<file path="src/hdl/block_bump_allocator_top_macros.svh">
// assertion macros for the bump allocator top level
`ifndef BLOCK_BUMP_ALLOCATOR_TOP_MACROS_SVH
`define BLOCK_BUMP_ALLOCATOR_TOP_MACROS_SVH

// consequent checked in the same cycle
`define BBA_ASSERT_NOW(name, ante, cons) \
  name: assert property (@(posedge clk) disable iff (!rst_n) (ante) |-> (cons)) \
    else $error("bump allocator check failed");

// consequent checked in the next cycle
`define BBA_ASSERT_NEXT(name, ante, cons) \
  name: assert property (@(posedge clk) disable iff (!rst_n) (ante) |=> (cons)) \
    else $error("bump allocator check failed");

`endif

</file>
<file path="src/hdl/bba_pkg.sv">
// shared types and constants for the block bump allocator
package bba_pkg;

  localparam int MAX_BLOCKS_DEF = 64;

  localparam int BASE_W  = 48;
  localparam int BS_W    = 25;
  localparam int BC_W    = 7;
  localparam int SIZE_W  = 24;
  localparam int ALIGN_W = 17;
  localparam int OFF_W   = 30;
  localparam int LIVE_W  = 25;
  localparam int FP_W    = 31;
  localparam int PROD_W  = 32;
  localparam int OFFS_W  = 32;
  localparam int END_W   = 33;
  localparam int GOT_W   = 33;
  localparam int DVD_W   = 49;
  localparam int DVS_W   = 25;
  localparam int CFG_IDX_W = 2;

  localparam logic [BS_W-1:0]   BS_MAX = 25'h1000000;
  localparam logic [BS_W-1:0]   BS_RST = 25'd65536;
  localparam logic [BC_W-1:0]   BC_RST = 7'd64;
  localparam logic [BASE_W-1:0] BASE_RST = '0;

  typedef enum logic [CFG_IDX_W-1:0] {
    CFG_BASE   = 2'd0,
    CFG_BSIZE  = 2'd1,
    CFG_BCOUNT = 2'd2
  } bba_cfg_idx_t;

  typedef enum logic {
    REQ_ALLOC = 1'b0,
    REQ_FREE  = 1'b1
  } bba_req_t;

  typedef enum logic [1:0] {
    ST_OK       = 2'd0,
    ST_NO_BLOCK = 2'd1,
    ST_BAD_SIZE = 2'd2,
    ST_BAD_FREE = 2'd3
  } bba_status_t;

  typedef struct packed {
    bba_req_t            req_type;
    logic [SIZE_W-1:0]   size;
    logic [ALIGN_W-1:0]  alignment;
    logic [OFF_W-1:0]    free_offset;
  } bba_in_t;

  typedef struct packed {
    bba_status_t         status;
    logic [OFF_W-1:0]    offset;
    logic [SIZE_W-1:0]   granted_size;
  } bba_out_t;

  // effective configuration after clamping
  typedef struct packed {
    logic [BASE_W-1:0] base;
    logic [BS_W-1:0]   bs;
    logic [BC_W-1:0]   cnt;
  } bba_cfg_t;

  typedef enum logic [3:0] {
    S_CLEAR,
    S_IDLE,
    S_A_CHK,
    S_A_CUR_RD,
    S_A_CUR,
    S_A_POP,
    S_A_POP_RD,
    S_A_POP_MUL,
    S_A_DIV,
    S_A_FIT,
    S_F_CHK,
    S_F_RANGE,
    S_F_DIV,
    S_F_WAIT,
    S_F_UPD
  } bba_state_t;

endpackage

</file>
<file path="src/hdl/bba_div.sv">
// shared restoring divider, one quotient bit per cycle
module bba_div import bba_pkg::*; (
  input  logic             clk,
  input  logic             rst_n,
  input  logic             go,
  input  logic [DVD_W-1:0] dividend,
  input  logic [DVS_W-1:0] divisor,
  output logic             done,
  output logic [DVD_W-1:0] quotient,
  output logic [DVS_W-1:0] remainder
);

  localparam int CNT_W = $clog2(DVD_W + 1);

  logic             busy_r;
  logic             done_r;
  logic [CNT_W-1:0] cnt_r;
  logic [DVD_W-1:0] dq_r;
  logic [DVS_W-1:0] rem_r;
  logic [DVS_W-1:0] dvs_r;

  logic [DVS_W:0]   rem_sh;
  logic             q_bit;
  logic [DVS_W-1:0] rem_nxt;

  always_comb begin
    rem_sh  = {rem_r, dq_r[DVD_W-1]};
    q_bit   = (rem_sh >= {1'b0, dvs_r});
    rem_nxt = q_bit ? DVS_W'(rem_sh - {1'b0, dvs_r}) : rem_sh[DVS_W-1:0];
  end

  always_ff @(posedge clk) begin
    if (!rst_n) begin
      busy_r <= 1'b0;
      done_r <= 1'b0;
      cnt_r  <= '0;
    end else begin
      done_r <= 1'b0;
      if (go) begin
        busy_r <= 1'b1;
        cnt_r  <= '0;
      end else if (busy_r) begin
        cnt_r <= cnt_r + CNT_W'(1);
        if (cnt_r == CNT_W'(DVD_W - 1)) begin
          busy_r <= 1'b0;
          done_r <= 1'b1;
        end
      end
    end
  end

  // dividend shifts out at the top while quotient bits fill in at the bottom
  always_ff @(posedge clk) begin
    if (go) begin
      dq_r  <= dividend;
      dvs_r <= divisor;
      rem_r <= '0;
    end else if (busy_r) begin
      rem_r <= rem_nxt;
      dq_r  <= {dq_r[DVD_W-2:0], q_bit};
    end
  end

  assign done      = done_r;
  assign quotient  = dq_r;
  assign remainder = rem_r;

endmodule

</file>
<file path="src/hdl/bba_ctrl.sv">
// request sequencer, block tables and free stack of the bump allocator
module bba_ctrl import bba_pkg::*; #(
  parameter int MAX_BLOCKS = MAX_BLOCKS_DEF
) (
  input  logic     clk,
  input  logic     rst_n,
  input  logic     init,
  input  bba_cfg_t cfg,
  input  logic     start,
  input  bba_in_t  in_data,
  output logic     busy,
  output logic     res_valid,
  output bba_out_t res
);

  localparam int IDX_W = $clog2(MAX_BLOCKS);
  localparam int FC_W  = $clog2(MAX_BLOCKS + 1);
  localparam int CMP_W = (IDX_W > BC_W) ? IDX_W : BC_W;

  bba_state_t state_r, state_nxt;

  logic [IDX_W-1:0]  clr_cnt_r;
  logic [FC_W-1:0]   free_cnt_r;
  logic [IDX_W-1:0]  cur_idx_r;
  logic              cur_vld_r;
  logic              res_valid_r;
  bba_out_t          res_r;

  bba_in_t           req_r;
  logic [IDX_W-1:0]  idx_r;
  logic              fresh_r;
  logic [PROD_W-1:0] prod_r;
  logic [END_W-1:0]  end_r;
  logic [OFFS_W-1:0] off_r;
  logic [GOT_W-1:0]  got_r;

  logic [FP_W-1:0]   fp_mem   [MAX_BLOCKS];
  logic [IDX_W-1:0]  stk_mem  [MAX_BLOCKS];
  logic [LIVE_W-1:0] live_mem [MAX_BLOCKS];
  logic [FP_W-1:0]   fp_q;
  logic [IDX_W-1:0]  stk_q;
  logic [LIVE_W-1:0] live_q;

  logic              accept;
  logic              clr_last;
  logic              size_bad;
  logic              fits;
  logic              range_bad;
  logic              live_zero;
  logic              live_last;
  logic              pop_commit;
  logic              push;
  logic              drop_cur;
  logic [ALIGN_W-1:0] a_eff;
  logic [ALIGN_W-1:0] pad;
  logic [GOT_W-1:0]  got_nxt;
  logic [PROD_W-1:0] prod_nxt;
  logic [IDX_W-1:0]  stk_init;
  logic [IDX_W-1:0]  stk_raddr;

  // outputs of the sequencer and the divider
  logic              fin;
  bba_status_t       fin_status;
  logic              fin_grant;
  logic [BC_W-1:0]   mul_a;
  logic              div_go;
  logic [DVD_W-1:0]  div_dvd;
  logic [DVS_W-1:0]  div_dvs;
  logic              div_done;
  logic [DVD_W-1:0]  div_quo;
  logic [DVS_W-1:0]  div_rem;
  logic              fp_we;
  logic [FP_W-1:0]   fp_wdata;
  logic              stk_we;
  logic [IDX_W-1:0]  stk_waddr;
  logic [IDX_W-1:0]  stk_wdata;
  logic              live_we;
  logic [IDX_W-1:0]  live_waddr;
  logic [LIVE_W-1:0] live_wdata;

  bba_div u_div (
    .clk       (clk),
    .rst_n     (rst_n),
    .go        (div_go),
    .dividend  (div_dvd),
    .divisor   (div_dvs),
    .done      (div_done),
    .quotient  (div_quo),
    .remainder (div_rem)
  );

  assign accept    = start && (state_r == S_IDLE);
  assign busy      = (state_r != S_IDLE);
  assign clr_last  = (clr_cnt_r == IDX_W'(MAX_BLOCKS - 1));
  assign size_bad  = (req_r.size == '0) || (BS_W'(req_r.size) >= cfg.bs);
  assign fits      = ((GOT_W + 1)'(got_r) + (GOT_W + 1)'(req_r.size)) <= (GOT_W + 1)'(end_r);
  assign range_bad = (PROD_W'(req_r.free_offset) >= prod_r);
  assign live_zero = (live_q == '0);
  assign live_last = (live_q == LIVE_W'(1));
  assign stk_raddr = IDX_W'(free_cnt_r - FC_W'(1));

  assign a_eff    = (req_r.alignment == '0) ? ALIGN_W'(1) : req_r.alignment;
  // distance to the next aligned absolute address
  assign pad      = (div_rem[ALIGN_W-1:0] == '0) ? '0 : a_eff - div_rem[ALIGN_W-1:0];
  assign got_nxt  = GOT_W'(off_r) + GOT_W'(pad);
  assign prod_nxt = PROD_W'(mul_a) * PROD_W'(cfg.bs);

  assign stk_init = (CMP_W'(clr_cnt_r) < CMP_W'(cfg.cnt)) ?
                    IDX_W'(CMP_W'(cfg.cnt) - CMP_W'(clr_cnt_r) - CMP_W'(1)) : '0;

  assign pop_commit = (state_r == S_A_FIT) && fits && fresh_r;
  assign push       = (state_r == S_F_UPD) && live_last &&
                      (free_cnt_r < FC_W'(MAX_BLOCKS));
  assign drop_cur   = (state_r == S_F_UPD) && live_last && cur_vld_r &&
                      (cur_idx_r == idx_r);

  // next state
  always_comb begin
    state_nxt = state_r;
    unique case (state_r)
      S_CLEAR:     if (clr_last) state_nxt = S_IDLE;
      S_IDLE: begin
        if (start) state_nxt = (in_data.req_type == REQ_FREE) ? S_F_CHK : S_A_CHK;
      end
      S_A_CHK: begin
        if (size_bad)       state_nxt = S_IDLE;
        else if (cur_vld_r) state_nxt = S_A_CUR_RD;
        else                state_nxt = S_A_POP;
      end
      S_A_CUR_RD:  state_nxt = S_A_CUR;
      S_A_CUR:     state_nxt = S_A_DIV;
      S_A_POP:     state_nxt = (free_cnt_r == '0) ? S_IDLE : S_A_POP_RD;
      S_A_POP_RD:  state_nxt = S_A_POP_MUL;
      S_A_POP_MUL: state_nxt = S_A_DIV;
      S_A_DIV:     if (div_done) state_nxt = S_A_FIT;
      S_A_FIT:     state_nxt = (fits || fresh_r) ? S_IDLE : S_A_POP;
      S_F_CHK:     state_nxt = S_F_RANGE;
      S_F_RANGE:   state_nxt = range_bad ? S_IDLE : S_F_DIV;
      S_F_DIV:     if (div_done) state_nxt = S_F_WAIT;
      S_F_WAIT:    state_nxt = S_F_UPD;
      S_F_UPD:     state_nxt = S_IDLE;
      default:     state_nxt = S_IDLE;
    endcase
  end

  // sequencer outputs
  always_comb begin
    fin        = 1'b0;
    fin_status = ST_OK;
    fin_grant  = 1'b0;
    mul_a      = '0;
    div_go     = 1'b0;
    div_dvd    = DVD_W'(req_r.free_offset);
    div_dvs    = (req_r.req_type == REQ_FREE) ? cfg.bs : DVS_W'(a_eff);
    fp_we      = 1'b0;
    fp_wdata   = FP_W'(got_r + GOT_W'(req_r.size));
    stk_we     = 1'b0;
    stk_waddr  = IDX_W'(free_cnt_r);
    stk_wdata  = idx_r;
    live_we    = 1'b0;
    live_waddr = idx_r;
    live_wdata = live_q + LIVE_W'(1);
    unique case (state_r)
      S_CLEAR: begin
        live_we    = 1'b1;
        live_waddr = clr_cnt_r;
        live_wdata = '0;
        stk_we     = 1'b1;
        stk_waddr  = clr_cnt_r;
        stk_wdata  = stk_init;
      end
      S_A_CHK: begin
        mul_a = BC_W'(cur_idx_r);
        if (size_bad) begin
          fin        = 1'b1;
          fin_status = ST_BAD_SIZE;
        end
      end
      S_A_CUR: begin
        div_go  = 1'b1;
        div_dvd = DVD_W'(cfg.base) + DVD_W'(fp_q);
      end
      S_A_POP: begin
        if (free_cnt_r == '0) begin
          fin        = 1'b1;
          fin_status = ST_NO_BLOCK;
        end
      end
      S_A_POP_RD: mul_a = BC_W'(stk_q);
      S_A_POP_MUL: begin
        div_go  = 1'b1;
        div_dvd = DVD_W'(cfg.base) + DVD_W'(prod_r);
      end
      S_A_FIT: begin
        if (fits) begin
          fin       = 1'b1;
          fin_grant = 1'b1;
          fp_we     = 1'b1;
          live_we   = 1'b1;
        end else if (fresh_r) begin
          // even an empty block cannot hold the aligned request
          fin        = 1'b1;
          fin_status = ST_BAD_SIZE;
        end
      end
      S_F_CHK: mul_a = cfg.cnt;
      S_F_RANGE: begin
        if (range_bad) begin
          fin        = 1'b1;
          fin_status = ST_BAD_FREE;
        end else begin
          div_go = 1'b1;
        end
      end
      S_F_UPD: begin
        fin = 1'b1;
        if (live_zero) begin
          fin_status = ST_BAD_FREE;
        end else begin
          live_we    = 1'b1;
          live_wdata = live_q - LIVE_W'(1);
          stk_we     = push;
        end
      end
      default: ;
    endcase
  end

  // control state
  always_ff @(posedge clk) begin
    if (!rst_n || init) begin
      state_r     <= S_CLEAR;
      clr_cnt_r   <= '0;
      free_cnt_r  <= '0;
      cur_idx_r   <= '0;
      cur_vld_r   <= 1'b0;
      res_valid_r <= 1'b0;
    end else begin
      state_r     <= state_nxt;
      res_valid_r <= fin;
      if (state_r == S_CLEAR) begin
        clr_cnt_r <= clr_cnt_r + IDX_W'(1);
        if (clr_last) free_cnt_r <= FC_W'(cfg.cnt);
      end
      if (pop_commit) begin
        free_cnt_r <= free_cnt_r - FC_W'(1);
        cur_idx_r  <= idx_r;
        cur_vld_r  <= 1'b1;
      end
      if (push)     free_cnt_r <= free_cnt_r + FC_W'(1);
      if (drop_cur) cur_vld_r  <= 1'b0;
    end
  end

  // datapath registers
  always_ff @(posedge clk) begin
    if (accept) req_r <= in_data;
    unique case (state_r)
      S_A_CHK: begin
        idx_r   <= cur_idx_r;
        fresh_r <= 1'b0;
        prod_r  <= prod_nxt;
      end
      S_A_CUR_RD:  end_r <= END_W'(prod_r) + END_W'(cfg.bs);
      S_A_CUR:     off_r <= OFFS_W'(fp_q);
      S_A_POP_RD: begin
        idx_r   <= stk_q;
        fresh_r <= 1'b1;
        prod_r  <= prod_nxt;
      end
      S_A_POP_MUL: begin
        end_r <= END_W'(prod_r) + END_W'(cfg.bs);
        off_r <= prod_r;
      end
      S_A_DIV:     if (div_done) got_r <= got_nxt;
      S_F_CHK:     prod_r <= prod_nxt;
      S_F_DIV:     if (div_done) idx_r <= IDX_W'(div_quo);
      default: ;
    endcase
    if (fin) begin
      res_r.status       <= fin_status;
      res_r.offset       <= fin_grant ? got_r[OFF_W-1:0] : '0;
      res_r.granted_size <= fin_grant ? req_r.size : '0;
    end
  end

  // fill pointers, read at the current block
  always_ff @(posedge clk) begin
    if (fp_we) fp_mem[idx_r] <= fp_wdata;
    fp_q <= fp_mem[cur_idx_r];
  end

  // free stack, read at its top
  always_ff @(posedge clk) begin
    if (stk_we) stk_mem[stk_waddr] <= stk_wdata;
    stk_q <= stk_mem[stk_raddr];
  end

  // live allocation counts
  always_ff @(posedge clk) begin
    if (live_we) live_mem[live_waddr] <= live_wdata;
    live_q <= live_mem[idx_r];
  end

  assign res_valid = res_valid_r;
  assign res       = res_r;

endmodule

</file>
<file path="config.mk">
export PLATFORM = sky130hd
export DESIGN_NAME = bba_ctrl
export DESIGN_NICKNAME = d
export VERILOG_FILES = /design/src/hdl/block_bump_allocator_top_macros.svh /design/src/hdl/bba_pkg.sv /design/src/hdl/bba_div.sv /design/src/hdl/bba_ctrl.sv
export SDC_FILE = /design/constraint.sdc
export NUM_CORES = 2
export LEC_CHECK = 0
export BUFFER_PORTS_ARGS = -buffer_cell sky130_fd_sc_hd__clkbuf_2
export CORE_ASPECT_RATIO = 1.4
export CORE_UTILIZATION = 30
export DETAILED_ROUTE_END_ITERATION = 6
export HOLD_SLACK_MARGIN = 0.1
export PLACE_DENSITY_LB_ADDON = 0.12
export SYNTH_ARGS = -nofsm -noshare
export SYNTH_HDL_FRONTEND = slang
export SYNTH_SLANG_ARGS = --single-unit
</file>
<file path="constraint.sdc">
create_clock -name clk -period 11.79 [get_ports clk]
set_input_delay 0.5895 -clock clk [delete_from_list [all_inputs] [get_ports clk]]
set_output_delay 0.5895 -clock clk [all_outputs]
set_load 0.01 [all_outputs]
</file>
==> summary.md <==
| Metric | Value |
|---|---|
| DRT Pass-1 Iters | `6` |
| Most frequent cells in the layout | `edfxtp_1, mux4_2, a22oi_1, clkbuf_16, inv_1` |
| Die height | `921 um` |
| Hold Fails Final Rpt | `0` |
| Max-slew violation count | `0` |
| Initial drt markers | `9,847` |
| Clk_lat worst skew | `~1.1 ns` |
| Power Internal | `~0.026 W` |
| Total wire length | `between 600 and 700 mm` |
| Relative slew margins | `0.0396` |
| Final hold slack | `0.228 ns` |
| Leading cell type in the layout, fill and taps excluded | `edfxtp_1` |
| Critical Path AT | `10.81 ns` |
| Avg Cell Area, Syn | `18.1 sq um` |
| Post-Syn Area | `about 180,000 sq um` |
| Die Wd | `658 um` |
| First-pass GRT wire length | `882 mm` |
| DRC viols | `0` |
| Register area share after synthesis | `0.729` |
| Die area | `around 610,000 sq um` |
| CP Cell Sequence | `ha_1 > a211oi_1 > o21ai_0 > a31oi_1 > o22ai_1 > o211ai_1 > a2111oi_0 > o21ai_0 > a21boi_0 > nand2_1 > xnor2_2 > buf_4 > ha_1 > nand4_1 > nor2_1 > and4_1 > a41oi_1 > o21ai_0 > nor2_1 > a311oi_4 > or2_2 > a21oi_2 > nor2_2 > buf_4` |
| H-Tree Depth | `5` |
| CP max FO | `20` |
| IO Count | `between 200 and 250` |
| Filler cells | `56,400` |
| Detailed-route via count | `100,000` |
| CP peak stage delay | `1.03 ns` |
| Yosys warning count | `0` |
| CTS resizes | `0` |
| Ys async rst share | `0` |
| Fin Clk Skew | `0.0730 ns` |
| Cts bufs inserted | `between 400 and 500` |
| Post-synth EDFFs | `between 4,000 and 5,000` |
| Site Rows | `337` |
| Final setup viols | `0` |
| Antenna Nets Post-Route | `0` |
| Worst Tran Pin Value | `1.43 ns` |
| Initial antenna violation count | `115` |
| Net Sw Frac | `0.213` |
| Worst IR drop on VDD | `around 130 uV` |
| Area Growth Syn to Fin | `16.2%` |
| Synth unique cells | `87` |
| Vias in the first global route | `just over 100k` |
| Clock Sinks | `4,427` |
| I/O Buffers | `between 200 and 250` |
| Status | `complete, no violations` |
| Root buffer cell | `clkbuf_16` |
| Gr ovfl total | `0` |
| Yosys reg bits | `4,427` |
| Crit Path Category | `reg2reg` |
| CP Capture Type | `register` |
| Routed WL per cell | `34.3 um` |
| Final setup TNS | `0 ns` |
| Gr usage total | `0.210` |
| Critical path launch point type | `register` |
| Critical path's slowest cell | `a2111oi_0` |
| Cell Pwr Density | `156 nW/um^2` |
| Cell count after synthesis | `9,994` |
| Final period util | `0.856` |
| Pin count of the biggest net entering global routing | `129` |
| Hold WC Path Type | `in2reg` |
| Clock power frac | `0.451` |
| Crit path max-delay family | `compound AO/OA/AOI/OAI gates` |
| Design area | `about 210,000 sq um` |
| Mapped Nets | `10,600` |
| Area after DPL | `194,000 sq um` |
| Primary FF master, synth | `edfxtp_1` |
| Clk slew on worst S/H paths | `0.06 ns` |
| Net count, final | `11,100` |
| Logic pwr share | `0.028` |
| RSZ-0062 raised after global routing | `false` |
| Maximum buffer depth of the clock tree | `4` |
| RePlAce Congestion | `approximately 0.87` |
| Number of max-cap violations | `0` |
| Bufs and invs on worst path | `2` |
| Psw | `0.00700 W` |
| Vias per cell | `5.28` |
| Post-DP HPWL | `436 mm` |
| Leak pwr | `about 69 nW` |
| Core Area | `601,000 sq um` |
| Final Critical Period | `10.09 ns` |
| Postcts setup bufs | `0` |
| Fmax | `0.0991 GHz` |
| Most frequent CP cell | `o21ai_0` |
| Final Util | `0.350` |
| Effective utilization at floorplan | `0.301` |
| CTS tree | `built` |
| Flop pwr share | `0.521` |
| Layout cell share with drive strength beyond 1 | `0.209` |
| Worst path required time | `12.51 ns` |
## worst min-delay path: cells and delay by family
| family | cells | cell delay, ns |
|---|---|---|
| buf+inv | 1 | 0.08 |
| xor+xnor | 1 | 0.14 |
| compound gates | 1 | 0.06 |
| fa+ha+maj | 1 | 0.23 |
| simple gates | 1 | 0.06 |
## routing by layer
metal | vias to the layer above | wire length [um] | GRT usage
met5 | - | 112 | 0
met4 | 16 | 30500 | 0.0874
met3 | 868 | 28800 | 0.0229
met2 | 3347 | 342000 | 0.382
met1 | 54100 | 249000 | 0.252
li1 | 41900 | - | -
## Yosys cell counts (all sizes together), types with 8 or more instances
| cell | count | area share |
|---|---|---|
| edfxtp | 4307 | 0.72 |
| mux4 | 777 | 0.097 |
| a22oi | 476 | 0.020 |
| nor2 | 444 | 0.0092 |
| clkbuf | 375 | 0.0078 |
| nand2 | 318 | 0.0066 |
| inv | 314 | 0.0065 |
| ha | 294 | 0.020 |
| a21oi | 244 | 0.0069 |
| o21ai | 204 | 0.0057 |
| a31oi | 190 | 0.0068 |
| a221oi | 178 | 0.0087 |
| a22o | 178 | 0.0086 |
| buf | 151 | 0.0032 |
| xnor2 | 143 | 0.0069 |
| fa | 121 | 0.013 |
| dfxtp | 120 | 0.013 |
| and3 | 116 | 0.0040 |
| nor3 | 105 | 0.0029 |
| nand3 | 103 | 0.0029 |
| a21o | 95 | 0.0039 |
| and2 | 95 | 0.0033 |
| nand4 | 75 | 0.0026 |
| nor4 | 62 | 0.0021 |
| xor2 | 59 | 0.0029 |
| nand2b | 41 | 0.0014 |
| nor2b | 41 | 0.0014 |
| o22ai | 39 | 0.0013 |
| a211oi | 35 | 0.0015 |
| o21a | 32 | 0.0013 |
| mux2i | 31 | 0.0017 |
| mux2 | 24 | 0.0015 |
| or3 | 23 | 0.00080 |
| o21bai | 20 | 0.00083 |
| o211ai | 18 | 0.00078 |
| nor3b | 15 | 0.00062 |
| or2 | 14 | 0.00048 |
| a21boi | 10 | 0.00048 |
| o31ai | 10 | 0.00042 |
| a2111oi | 8 | 0.00039 |
| o31a | 8 | 0.00039 |
## worst paths after layout
kind | from | end | slack (ns) | cells after the start
min reg2reg | u_div.remainder[18] | u_div.remainder[19] | 0.50 | 2
max | req_r[49] | live_mem[16][20] | 1.70 | 24
min | cfg[57] | u_div.quotient[25] | 0.23 | 5
max reg2reg | req_r[49] | live_mem[16][20] | 1.70 | 24
## state kept, by name, indices dropped and copies added (netlist names), 25 cells and up
name             cells
live_mem          1600
got_r               33
stk_mem            384
end_r               33
res                 56
u_div.remainder     25
off_r               32
live_q              25
fp_mem            1984
req_r               72
u_div.dvs_r         25
u_div.quotient      49
fp_q                31
prod_r              32
## through the flow
stage               cells  setup slack [ns]  power [W]
CTS                 18900              1.69     0.0332
detailed placement  17900              1.79     0.0183
global placement    17900              1.55     0.0183
global route        18900              1.19     0.0337
floorplan            9994              3.21     0.0180
finish              19000              1.70     0.0329
## power groups by stage
stage                     Combinational, W  Clock [W]  Sequential, W
after floorplan                   0.000522          0         0.0175
after global placement            0.000867          0         0.0175
after detailed placement          0.000872          0         0.0175
after CTS                         0.000918     0.0151         0.0171
after global routing              0.000991     0.0156         0.0171
final                             0.000917     0.0148         0.0171
## final cells by class
type | count | area (sq um) | area share
clock buffers | 552 | 11900 | 0.0568
flip-flops and latches | 4427 | 132000 | 0.627
multi-input cells | 4727 | 47500 | 0.226
diodes | 77 | 193 | 0.000917
clock inverters | 283 | 3150 | 0.0150
well taps | 7966 | 9970 | 0.0474
inverters | 314 | 1180 | 0.00561
repair buffers | 611 | 4470 | 0.0213
## timing repair
item                       in CTS  in global routing
hold endpoints to repair      109                  0
setup endpoints to repair       0                  0
hold buffers                  102                  0
## cell families (layout without fill, tap and decap cells)
logic type	count (synthesis)	after routing	share of synthesized area
multiplexers	832	832	0.100
adder cells (fa/ha/maj)	415	415	0.0337
flip-flops	4427	4427	0.729
AO/OA/AOI/OAI	1798	1798	0.0706
AND/OR/NAND/NOR	1480	1480	0.0397
other	0	77	0
XOR/XNOR	202	202	0.00979
buffers and inverters	840	1760	0.0175
(Power assumes the default switching activity.)
